$ cat src/hw/rtl/qcsw_pkg.sv
// package for the quadrature counter with windowed speed
// configuration register codes, reset values and the config bundle type
// no dependencies
package qcsw_pkg;

    // configuration register indexes
    localparam logic [1:0] CFG_SAMPLE_MS      = 2'd0;
    localparam logic [1:0] CFG_SPEED_SCALE    = 2'd1;
    localparam logic [1:0] CFG_POSITION_SCALE = 2'd2;

    localparam int CFG_IDX_W  = 2;
    localparam int CFG_DATA_W = 32;

    // register reset values
    localparam logic [15:0] SAMPLE_MS_RST      = 16'd100;
    localparam logic [31:0] SPEED_SCALE_RST    = 32'd65536;
    localparam logic [31:0] POSITION_SCALE_RST = 32'd65536;

    // elapsed millisecond counter ceiling
    localparam logic [15:0] ELAPSED_MAX = 16'hFFFF;

    // output widths fixed by the interface
    localparam int SPEED_W  = 48;
    localparam int SCALED_W = 64;
    localparam int COUNT_W  = 32;

    typedef struct packed {
        logic [15:0] sample_ms;
        logic [31:0] speed_scale;
        logic [31:0] position_scale;
    } t_cfg;

endpackage

$ cat src/hw/rtl/qcsw_decode.sv
// edge decoder, position and window counters, window timer
// first pipeline stage; depends on qcsw_pkg
module qcsw_decode import qcsw_pkg::*; #(
    parameter int POS_WIDTH = 32,
    parameter int WIN_WIDTH = 16
) (
    input  logic                        i_clk,
    input  logic                        i_rst_n,
    input  logic                        i_valid,
    input  logic                        i_enc_a,
    input  logic                        i_enc_b,
    input  logic                        i_ms_tick,
    input  t_cfg                        i_cfg,
    input  logic                        i_ready,
    output logic                        o_ready,
    output logic                        o_valid,
    output logic [POS_WIDTH-1:0]        o_total,
    output logic signed [WIN_WIDTH-1:0] o_win,
    output logic                        o_update
);

    localparam logic signed [WIN_WIDTH-1:0] WIN_MAX = {1'b0, {(WIN_WIDTH-1){1'b1}}};
    localparam logic signed [WIN_WIDTH-1:0] WIN_MIN = {1'b1, {(WIN_WIDTH-1){1'b0}}};

    logic                        r_last_a;
    logic                        r_last_b;
    logic [POS_WIDTH-1:0]        r_total;
    logic signed [WIN_WIDTH-1:0] r_win;
    logic [15:0]                 r_elapsed;
    logic                        r_valid;

    logic                        acc;
    logic                        rise_a;
    logic                        rise_b;
    logic                        up_a;
    logic                        up_b;
    logic [POS_WIDTH-1:0]        t_a;
    logic [POS_WIDTH-1:0]        n_total;
    logic signed [WIN_WIDTH-1:0] w_a;
    logic signed [WIN_WIDTH-1:0] n_win_cnt;
    logic [15:0]                 n_elapsed;
    logic                        close;

    // one saturating step of the window count
    function automatic logic signed [WIN_WIDTH-1:0] win_step(
        input logic signed [WIN_WIDTH-1:0] w,
        input logic                        rise,
        input logic                        up
    );
        logic signed [WIN_WIDTH-1:0] r;
        r = w;
        if (rise && up && (w != WIN_MAX)) begin
            r = w + WIN_WIDTH'(1);
        end else if (rise && !up && (w != WIN_MIN)) begin
            r = w - WIN_WIDTH'(1);
        end
        return r;
    endfunction

    assign o_ready = !r_valid || i_ready;
    assign acc     = i_valid && o_ready;

    // x2 decoding on rising edges
    assign rise_a = i_enc_a && !r_last_a;
    assign rise_b = i_enc_b && !r_last_b;
    assign up_a   = !i_enc_b;
    assign up_b   = i_enc_a;

    // wrapping position count, channel a then channel b
    always_comb begin
        t_a = r_total;
        if (rise_a) begin
            t_a = up_a ? r_total + POS_WIDTH'(1) : r_total - POS_WIDTH'(1);
        end
        n_total = t_a;
        if (rise_b) begin
            n_total = up_b ? t_a + POS_WIDTH'(1) : t_a - POS_WIDTH'(1);
        end
    end

    // saturating window count, each edge saturates on its own
    assign w_a       = win_step(r_win, rise_a, up_a);
    assign n_win_cnt = win_step(w_a, rise_b, up_b);

    // millisecond timer and window close
    assign n_elapsed = (i_ms_tick && (r_elapsed != ELAPSED_MAX)) ?
                       r_elapsed + 16'd1 : r_elapsed;
    assign close     = (n_elapsed >= i_cfg.sample_ms);

    // counter state
    always_ff @(posedge i_clk) begin
        if (!i_rst_n) begin
            r_last_a  <= 1'b0;
            r_last_b  <= 1'b0;
            r_total   <= '0;
            r_win     <= '0;
            r_elapsed <= '0;
        end else if (acc) begin
            r_last_a  <= i_enc_a;
            r_last_b  <= i_enc_b;
            r_total   <= n_total;
            r_win     <= close ? '0 : n_win_cnt;
            r_elapsed <= close ? 16'd0 : n_elapsed;
        end
    end

    // stage valid
    always_ff @(posedge i_clk) begin
        if (!i_rst_n) begin
            r_valid <= 1'b0;
        end else if (o_ready) begin
            r_valid <= i_valid;
        end
    end

    // stage payload
    always_ff @(posedge i_clk) begin
        if (acc) begin
            o_total  <= n_total;
            o_win    <= n_win_cnt;
            o_update <= close;
        end
    end

    assign o_valid = r_valid;

    // window closes clear the window state
    a_close_clears: assert property (@(posedge i_clk) disable iff (!i_rst_n)
        acc && close |=> (r_win == '0) && (r_elapsed == 16'd0))
        else $error("window state not cleared on close");

    // counters move only on a transfer
    a_hold_idle: assert property (@(posedge i_clk) disable iff (!i_rst_n)
        !acc |=> $stable(r_total) && $stable(r_win) && $stable(r_elapsed))
        else $error("counter state changed without a transfer");

endmodule

$ cat src/hw/rtl/qcsw_scale.sv
// scaling pipeline: partial products, sums, saturation, held speed, result register
// stages two to four; depends on qcsw_pkg
module qcsw_scale import qcsw_pkg::*; #(
    parameter int POS_WIDTH = 32,
    parameter int WIN_WIDTH = 16
) (
    input  logic                        i_clk,
    input  logic                        i_rst_n,
    input  logic                        i_valid,
    input  logic [POS_WIDTH-1:0]        i_total,
    input  logic signed [WIN_WIDTH-1:0] i_win,
    input  logic                        i_update,
    input  t_cfg                        i_cfg,
    input  logic                        i_stall,
    output logic                        o_ready,
    output logic                        o_valid,
    output logic signed [COUNT_W-1:0]   o_position_count,
    output logic signed [SCALED_W-1:0]  o_position_scaled,
    output logic signed [SPEED_W-1:0]   o_speed_value,
    output logic                        o_speed_update
);

    // split of the position for the partial products
    localparam int H    = (POS_WIDTH + 1) / 2;
    localparam int LO_W = H + 32;
    localparam int HI_W = POS_WIDTH - H + 33;
    localparam int PW   = POS_WIDTH + 33;
    localparam int EW   = (PW > SCALED_W) ? PW : SCALED_W + 1;
    localparam int SP_W = WIN_WIDTH + 33;
    localparam int SE   = (SP_W > SPEED_W) ? SP_W : SPEED_W + 1;

    localparam logic signed [SCALED_W-1:0] POS_HI = {1'b0, {(SCALED_W-1){1'b1}}};
    localparam logic signed [SCALED_W-1:0] POS_LO = {1'b1, {(SCALED_W-1){1'b0}}};
    localparam logic signed [SPEED_W-1:0]  SPD_HI = {1'b0, {(SPEED_W-1){1'b1}}};
    localparam logic signed [SPEED_W-1:0]  SPD_LO = {1'b1, {(SPEED_W-1){1'b0}}};

    // stage two
    logic                       r2_valid;
    logic [LO_W-1:0]            r2_lo;
    logic signed [HI_W-1:0]     r2_hi;
    logic signed [SP_W-1:0]     r2_spd;
    logic                       r2_upd;
    logic [COUNT_W-1:0]         r2_cnt;
    // stage three
    logic                       r3_valid;
    logic signed [PW-1:0]       r3_prod;
    logic                       r3_upd;
    logic [COUNT_W-1:0]         r3_cnt;
    logic signed [SPEED_W-1:0]  r_held;
    // stage four
    logic                       r4_valid;

    logic                       rdy2;
    logic                       rdy3;
    logic                       rdy4;
    logic                       adv3;
    logic signed [63:0]         tot_ext;
    logic [LO_W-1:0]            w_lo;
    logic signed [HI_W-1:0]     w_hi;
    logic signed [SP_W-1:0]     w_spd;
    logic signed [PW-1:0]       w_prod;
    logic signed [SE-1:0]       spd_ext;
    logic signed [SPEED_W-1:0]  spd_sat;
    logic signed [SPEED_W-1:0]  n_held;
    logic signed [EW-1:0]       pos_ext;
    logic signed [SCALED_W-1:0] pos_sat;

    // ready chain
    assign rdy4    = !r4_valid || !i_stall;
    assign rdy3    = !r3_valid || rdy4;
    assign rdy2    = !r2_valid || rdy3;
    assign o_ready = rdy2;
    assign adv3    = rdy3 && r2_valid;

    // partial products and speed product
    assign tot_ext = 64'($signed(i_total));
    assign w_lo    = LO_W'(i_total[H-1:0]) * LO_W'(i_cfg.position_scale);
    assign w_hi    = HI_W'($signed(i_total[POS_WIDTH-1:H]))
                   * HI_W'($signed({1'b0, i_cfg.position_scale}));
    assign w_spd   = SP_W'(i_win) * SP_W'($signed({1'b0, i_cfg.speed_scale}));

    // speed saturation and held value
    assign spd_ext = SE'(r2_spd);
    always_comb begin
        if ((&spd_ext[SE-1:SPEED_W-1]) || !(|spd_ext[SE-1:SPEED_W-1])) begin
            spd_sat = spd_ext[SPEED_W-1:0];
        end else begin
            spd_sat = spd_ext[SE-1] ? SPD_LO : SPD_HI;
        end
    end
    assign n_held = r2_upd ? spd_sat : r_held;

    // full position product
    assign w_prod = (PW'(r2_hi) <<< H) + $signed(PW'(r2_lo));

    // position saturation
    assign pos_ext = EW'(r3_prod);
    always_comb begin
        if ((&pos_ext[EW-1:SCALED_W-1]) || !(|pos_ext[EW-1:SCALED_W-1])) begin
            pos_sat = pos_ext[SCALED_W-1:0];
        end else begin
            pos_sat = pos_ext[EW-1] ? POS_LO : POS_HI;
        end
    end

    // stage valids and held speed
    always_ff @(posedge i_clk) begin
        if (!i_rst_n) begin
            r2_valid <= 1'b0;
            r3_valid <= 1'b0;
            r4_valid <= 1'b0;
            r_held   <= '0;
        end else begin
            if (rdy2) begin
                r2_valid <= i_valid;
            end
            if (rdy3) begin
                r3_valid <= r2_valid;
            end
            if (rdy4) begin
                r4_valid <= r3_valid;
            end
            if (adv3) begin
                r_held <= n_held;
            end
        end
    end

    // stage payloads
    always_ff @(posedge i_clk) begin
        if (rdy2 && i_valid) begin
            r2_lo  <= w_lo;
            r2_hi  <= w_hi;
            r2_spd <= w_spd;
            r2_upd <= i_update;
            r2_cnt <= tot_ext[COUNT_W-1:0];
        end
        if (adv3) begin
            r3_prod <= w_prod;
            r3_upd  <= r2_upd;
            r3_cnt  <= r2_cnt;
        end
        if (rdy4 && r3_valid) begin
            o_position_scaled <= pos_sat;
            o_speed_value     <= r_held;
            o_speed_update    <= r3_upd;
            o_position_count  <= $signed(r3_cnt);
        end
    end

    assign o_valid = r4_valid;

    // held speed moves only when a closing item enters stage three
    a_held_stable: assert property (@(posedge i_clk) disable iff (!i_rst_n)
        !(adv3 && r2_upd) |=> $stable(r_held))
        else $error("held speed changed without a window close");

    // a blocked stage keeps its item
    a_stage3_hold: assert property (@(posedge i_clk) disable iff (!i_rst_n)
        r3_valid && !rdy4 |=> r3_valid && $stable(r3_prod))
        else $error("stage three item lost under stall");

endmodule

$ cat src/hw/rtl/quadrature_counter_speed_window.sv
// a result passes in order through the decode stage and the registers of stages two, three and four
// throughput: one item per cycle while i_stall is low; the four-stage pipeline with a ready chain sets this
// the position product is split into two partial products over stages two and three
// reset (synchronous, active low) clears counters, held speed and pipeline valids,
// and returns the configuration registers to their defaults
// top level: configuration registers, decode stage, scaling pipeline; depends on qcsw_pkg
module quadrature_counter_speed_window import qcsw_pkg::*; #(
    parameter int POS_WIDTH = 32,
    parameter int WIN_WIDTH = 16
) (
    input  logic                       i_clk,
    input  logic                       i_rst_n,
    input  logic                       i_cfg_we,
    input  logic [CFG_IDX_W-1:0]       i_cfg_idx,
    input  logic [CFG_DATA_W-1:0]      i_cfg_data,
    input  logic                       i_valid,
    output logic                       o_stall,
    input  logic                       i_enc_a,
    input  logic                       i_enc_b,
    input  logic                       i_ms_tick,
    output logic                       o_valid,
    input  logic                       i_stall,
    output logic signed [COUNT_W-1:0]  o_position_count,
    output logic signed [SCALED_W-1:0] o_position_scaled,
    output logic signed [SPEED_W-1:0]  o_speed_value,
    output logic                       o_speed_update
);

    t_cfg                        r_cfg;
    logic                        dec_ready;
    logic                        scl_ready;
    logic                        s1_valid;
    logic [POS_WIDTH-1:0]        s1_total;
    logic signed [WIN_WIDTH-1:0] s1_win;
    logic                        s1_update;

    // configuration registers
    always_ff @(posedge i_clk) begin
        if (!i_rst_n) begin
            r_cfg.sample_ms      <= SAMPLE_MS_RST;
            r_cfg.speed_scale    <= SPEED_SCALE_RST;
            r_cfg.position_scale <= POSITION_SCALE_RST;
        end else if (i_cfg_we) begin
            case (i_cfg_idx)
                CFG_SAMPLE_MS:      r_cfg.sample_ms      <= i_cfg_data[15:0];
                CFG_SPEED_SCALE:    r_cfg.speed_scale    <= i_cfg_data;
                CFG_POSITION_SCALE: r_cfg.position_scale <= i_cfg_data;
                default: begin
                end
            endcase
        end
    end

    assign o_stall = !dec_ready;

    // edge decode and counters
    qcsw_decode #(
        .POS_WIDTH (POS_WIDTH),
        .WIN_WIDTH (WIN_WIDTH)
    ) u_decode (
        .i_clk     (i_clk),
        .i_rst_n   (i_rst_n),
        .i_valid   (i_valid),
        .i_enc_a   (i_enc_a),
        .i_enc_b   (i_enc_b),
        .i_ms_tick (i_ms_tick),
        .i_cfg     (r_cfg),
        .i_ready   (scl_ready),
        .o_ready   (dec_ready),
        .o_valid   (s1_valid),
        .o_total   (s1_total),
        .o_win     (s1_win),
        .o_update  (s1_update)
    );

    // scaling and result register
    qcsw_scale #(
        .POS_WIDTH (POS_WIDTH),
        .WIN_WIDTH (WIN_WIDTH)
    ) u_scale (
        .i_clk             (i_clk),
        .i_rst_n           (i_rst_n),
        .i_valid           (s1_valid),
        .i_total           (s1_total),
        .i_win             (s1_win),
        .i_update          (s1_update),
        .i_cfg             (r_cfg),
        .i_stall           (i_stall),
        .o_ready           (scl_ready),
        .o_valid           (o_valid),
        .o_position_count  (o_position_count),
        .o_position_scaled (o_position_scaled),
        .o_speed_value     (o_speed_value),
        .o_speed_update    (o_speed_update)
    );

endmodule
$ cat config.mk
export PLATFORM = sky130hd
export DESIGN_NAME = quadrature_counter_speed_window
export DESIGN_NICKNAME = d
export VERILOG_FILES = /design/src/hw/rtl/qcsw_pkg.sv /design/src/hw/rtl/qcsw_decode.sv /design/src/hw/rtl/qcsw_scale.sv /design/src/hw/rtl/quadrature_counter_speed_window.sv
export SDC_FILE = /design/constraint.sdc
export NUM_CORES = 2
export LEC_CHECK = 0
export ABC_CLOCK_PERIOD_IN_PS = 28300
export BUFFER_PORTS_ARGS = -buffer_cell sky130_fd_sc_hd__buf_2
export CAP_MARGIN = 10
export CELL_PAD_IN_SITES_DETAIL_PLACEMENT = 1
export CELL_PAD_IN_SITES_GLOBAL_PLACEMENT = 1
export CORE_MARGIN = 2
export CORE_UTILIZATION = 53
export DETAILED_ROUTE_END_ITERATION = 7
export PLACE_DENSITY = 0.82
export RECOVER_POWER = 25
export SLEW_MARGIN = 15
export SYNTH_ARGS = -nofsm -noshare
export SYNTH_HDL_FRONTEND = slang
export SYNTH_SLANG_ARGS = --single-unit
$ cat constraint.sdc
create_clock -name i_clk -period 28.3 [get_ports i_clk]
set_input_delay 5.66 -clock i_clk [delete_from_list [all_inputs] [get_ports i_clk]]
set_output_delay 5.66 -clock i_clk [all_outputs]
set_load 0.02 [all_outputs]
==> run_results.csv <==
group,metric,value,unit
status,status,"finished, violations left",
status,violations,"max-capacitance violations, max-slew violations",
worst_setup_path,crit_slowest_cell,"and3_1",
yosys,synth_top_cell_by_area,"fa_1",
yosys,ys_ff_latch,669,
yosys,syn_area_per_cell,9.437,um^2
detailed_routing,antenna_left,0,
clock_tree,tritoncts,"yes",
global_route,grt_pass1_wl,379300,um
sta,period_share,0.4305,
worst_setup_path,path_cells,"clkbuf_1 > and3_1 > nand3_1 > inv_1 > buf_2",
worst_setup_path,critPathLaunchType,"input port",
sta,drv_slew,1078,
detailed_routing,num_vias,60570,
clock_tree,cts_setup_buffers,0,
die,core_area,0.1498,mm^2
yosys,synth_warnings,0,
power_and_ir_drop,p_leak,38.84,nW
global_route,overflow,0,
global_route,antenna_found_initial,29,
clock_tree,root_buffer,"clkbuf_16",
sta,setup_tns,0,ns
layout,drive_above_1_share,0.05937,
die,rows,142,
clock_tree,cts_buffer_depth,3,
yosys,synthTopCellsByArea,"fa_1 31%, edfxtp_1 18%, ha_1 8.1%",
sta,fin_worst_skew,0.06218,ns
hold_path,hold_depth,0,
yosys,ys.flop_type,"edfxtp_1",
placed_design,dp_slack,16.09,ns
sta,setup_ws,16.12,ns
placed_design,dp_hpwl,178900,um
sta,setup_viol,0,
yosys,synth_common_cells,"1521 x inv_1, 1256 x fa_1, 1206 x nand2_1",
layout,final_nets,10230,
power_and_ir_drop,power.density,58.56,mW/mm^2
worst_setup_path,cp_data_required_time,22.64,ns
detailed_routing,drc_errors,0,
placed_design,io_buffer_count,188,
clock_tree,clk_pin_slew_worst_paths,0.06,ns
detailed_routing,firstDrtPassIters,5,
die,dieArea,0.1540,mm^2
clock_tree,cts_max_level,3,
power_and_ir_drop,peakVddDrop,0.05619,mV
die,num_io_pins,189,
sta,hold_violations,0,
global_route,grt_pass1_vias,68190,
clock_tree,hold_buffers,0,
worst_setup_path,end_kind,"primary output",
clock_tree,clock_sinks,669,
worst_setup_path,path_class,"input port to primary output",
detailed_routing,drtIter0Drc,3786,
yosys,syn-cell-area,0.07998,mm^2
die,die_h,392.5,um
worst_setup_path,critPathMaxFanout,5,
detailed_routing,viasPerCell,5.768,
yosys,synth.most_common_cell,"inv_1",
yosys,netlist.area_leader.share,0.3144,
detailed_routing,wl_per_cell,22.76,um
sta,max_freq,82.07,MHz
sta,worst_slew_pin_slew,3.357,ns
yosys,syn_inst,8475,
yosys,async_flop_share,0,
die,die_w,392.5,um
layout,syn_to_final_growth,6.517,%
hold_path,hold_path.class,"flip-flop to flip-flop",
sta,slew_headroom,-1.238,
yosys,synth_fp_nets,10290,
clock_tree,cts_made_buffers,79,
yosys,synth-edff-count,471,
die,initial_core_util,0.5340,
worst_setup_path,r2r_cells,20,
placed_design,gp_congestion,0.9006,
worst_setup_path,critPathMaxStageDelay,0.35,ns
yosys,yosysUniqueCellTypes,117,
global_route,grt_usage,0.3174,
power_and_ir_drop,total_power,4.989,mW
sta,timing.hold.ws,0.4052,ns
placed_design,placed_cells,10340,
global_route,grt_start_max_net_pins,97,
layout,final_cells,10500,
clock_tree,clock_insertion_delay_worst_skew,0.73,ns
flow_run,maxCapViolations,32,
clock_tree,cts_resized,0,
worst_setup_path,arrival,6.52,ns
yosys,seq_area_frac_synth,0.2264,
sta,rsz0062_at_grt,"false",
detailed_routing,wl,239000,um
sta,fin_crit,12.18,ns
[placed cells by master, fill, tap and decap left out, types with 89 or more instances in the layout]
master	count
a21o_1	158
a21oi_1	376
and2_1	646
buf_2	187
buf_4	89
dfxtp_1	188
edfxtp_1	471
fa_1	1256
ha_1	517
inv_1	1521
nand2_1	1206
nand3_1	89
nor2_1	330
o21ai_0	135
xnor2_1	178
[layer usage]
layer / share of wire / up-vias / global-route usage
met2: 0.49 / 1867 / 0.5438
li1: - / 26540 / -
met3: 0.066 / 596 / 0.05820
met1: 0.40 / 31540 / 0.3975
met5: 0.00087 / - / 0
met4: 0.040 / 30 / 0.1237
[final timing paths]
kind         slack, ns                          from                                     end
max              16.12                       i_stall                                 o_stall
min               0.41  u_scale.r3_cnt[13]$_DFFE_PP_  u_scale.o_position_count[13]$_DFFE_PP_
max reg2reg      18.18   u_decode.o_win[1]$_DFFE_PP_            u_scale.r2_spd[43]$_DFFE_PP_
min reg2reg       0.41  u_scale.r3_cnt[13]$_DFFE_PP_  u_scale.o_position_count[13]$_DFFE_PP_
[cell families (layout without fill, tap and decap cells)]
family / after synthesis / after routing / synth area share
xor gates and xnor gates: 260 / 260 / 0.02889
adders and majority gates: 1774 / 1774 / 0.3954
and+or+nand+nor: 2655 / 2655 / 0.1589
DFF: 669 / 669 / 0.2264
other: 0 / 12 / 0
AOI/OAI and AO/OA: 1104 / 1104 / 0.09233
muxes: 35 / 35 / 0.004630
buffers and inverters: 1978 / 1975 / 0.09345
[metrics by stage]
stage,area [um^2],util
finish,85190,0.5688
global route,85180,0.5687
CTS,85290,0.5695
detailed placement,82670,0.5520
global placement,82670,0.5519
floorplan,79980,-
[report_power, final]
part           total (mW)  internal (mW)  switching (mW)  leakage [nW]
Clock                1.04          0.592           0.451          1.27
Sequential           1.34           1.25          0.0878          6.01
Combinational        2.61          0.974            1.63          31.6
[worst max-delay path: cells and delay by family]
kind                   cells  cell delay (ns)
buffers and inverters      3             0.38
and+or+nand+nor            2             0.49
[registers in the layout, indices dropped and copies added (netlist names), 16 cells and up]
register and flops:
r_cfg 80, u_scale.pos_ext 65, u_scale.o_position_scaled 64, u_scale.r2_hi 49
u_scale.r2_spd 49, u_scale.o_speed_value 48, u_scale.r2_lo 48, u_scale.r_held 48
u_decode.o_total 32, u_decode.r_total 32, u_scale.o_position_count 32, u_scale.r2_cnt 32
u_scale.r3_cnt 32, u_decode.o_win 16, u_decode.r_elapsed 16, u_decode.r_win 16
[layout make-up]
type | instances | area, um^2
antenna | 12 | 30.03
clock buffer | 104 | 2162
clock inverter | 40 | 460.4
fill | 17010 | 64580
inverter | 1523 | 5723
multi-input combinational | 5828 | 54450
sequential | 669 | 18120
tap | 2016 | 2522
timing repair buffer | 308 | 1724
(Power assumes the default switching activity.)
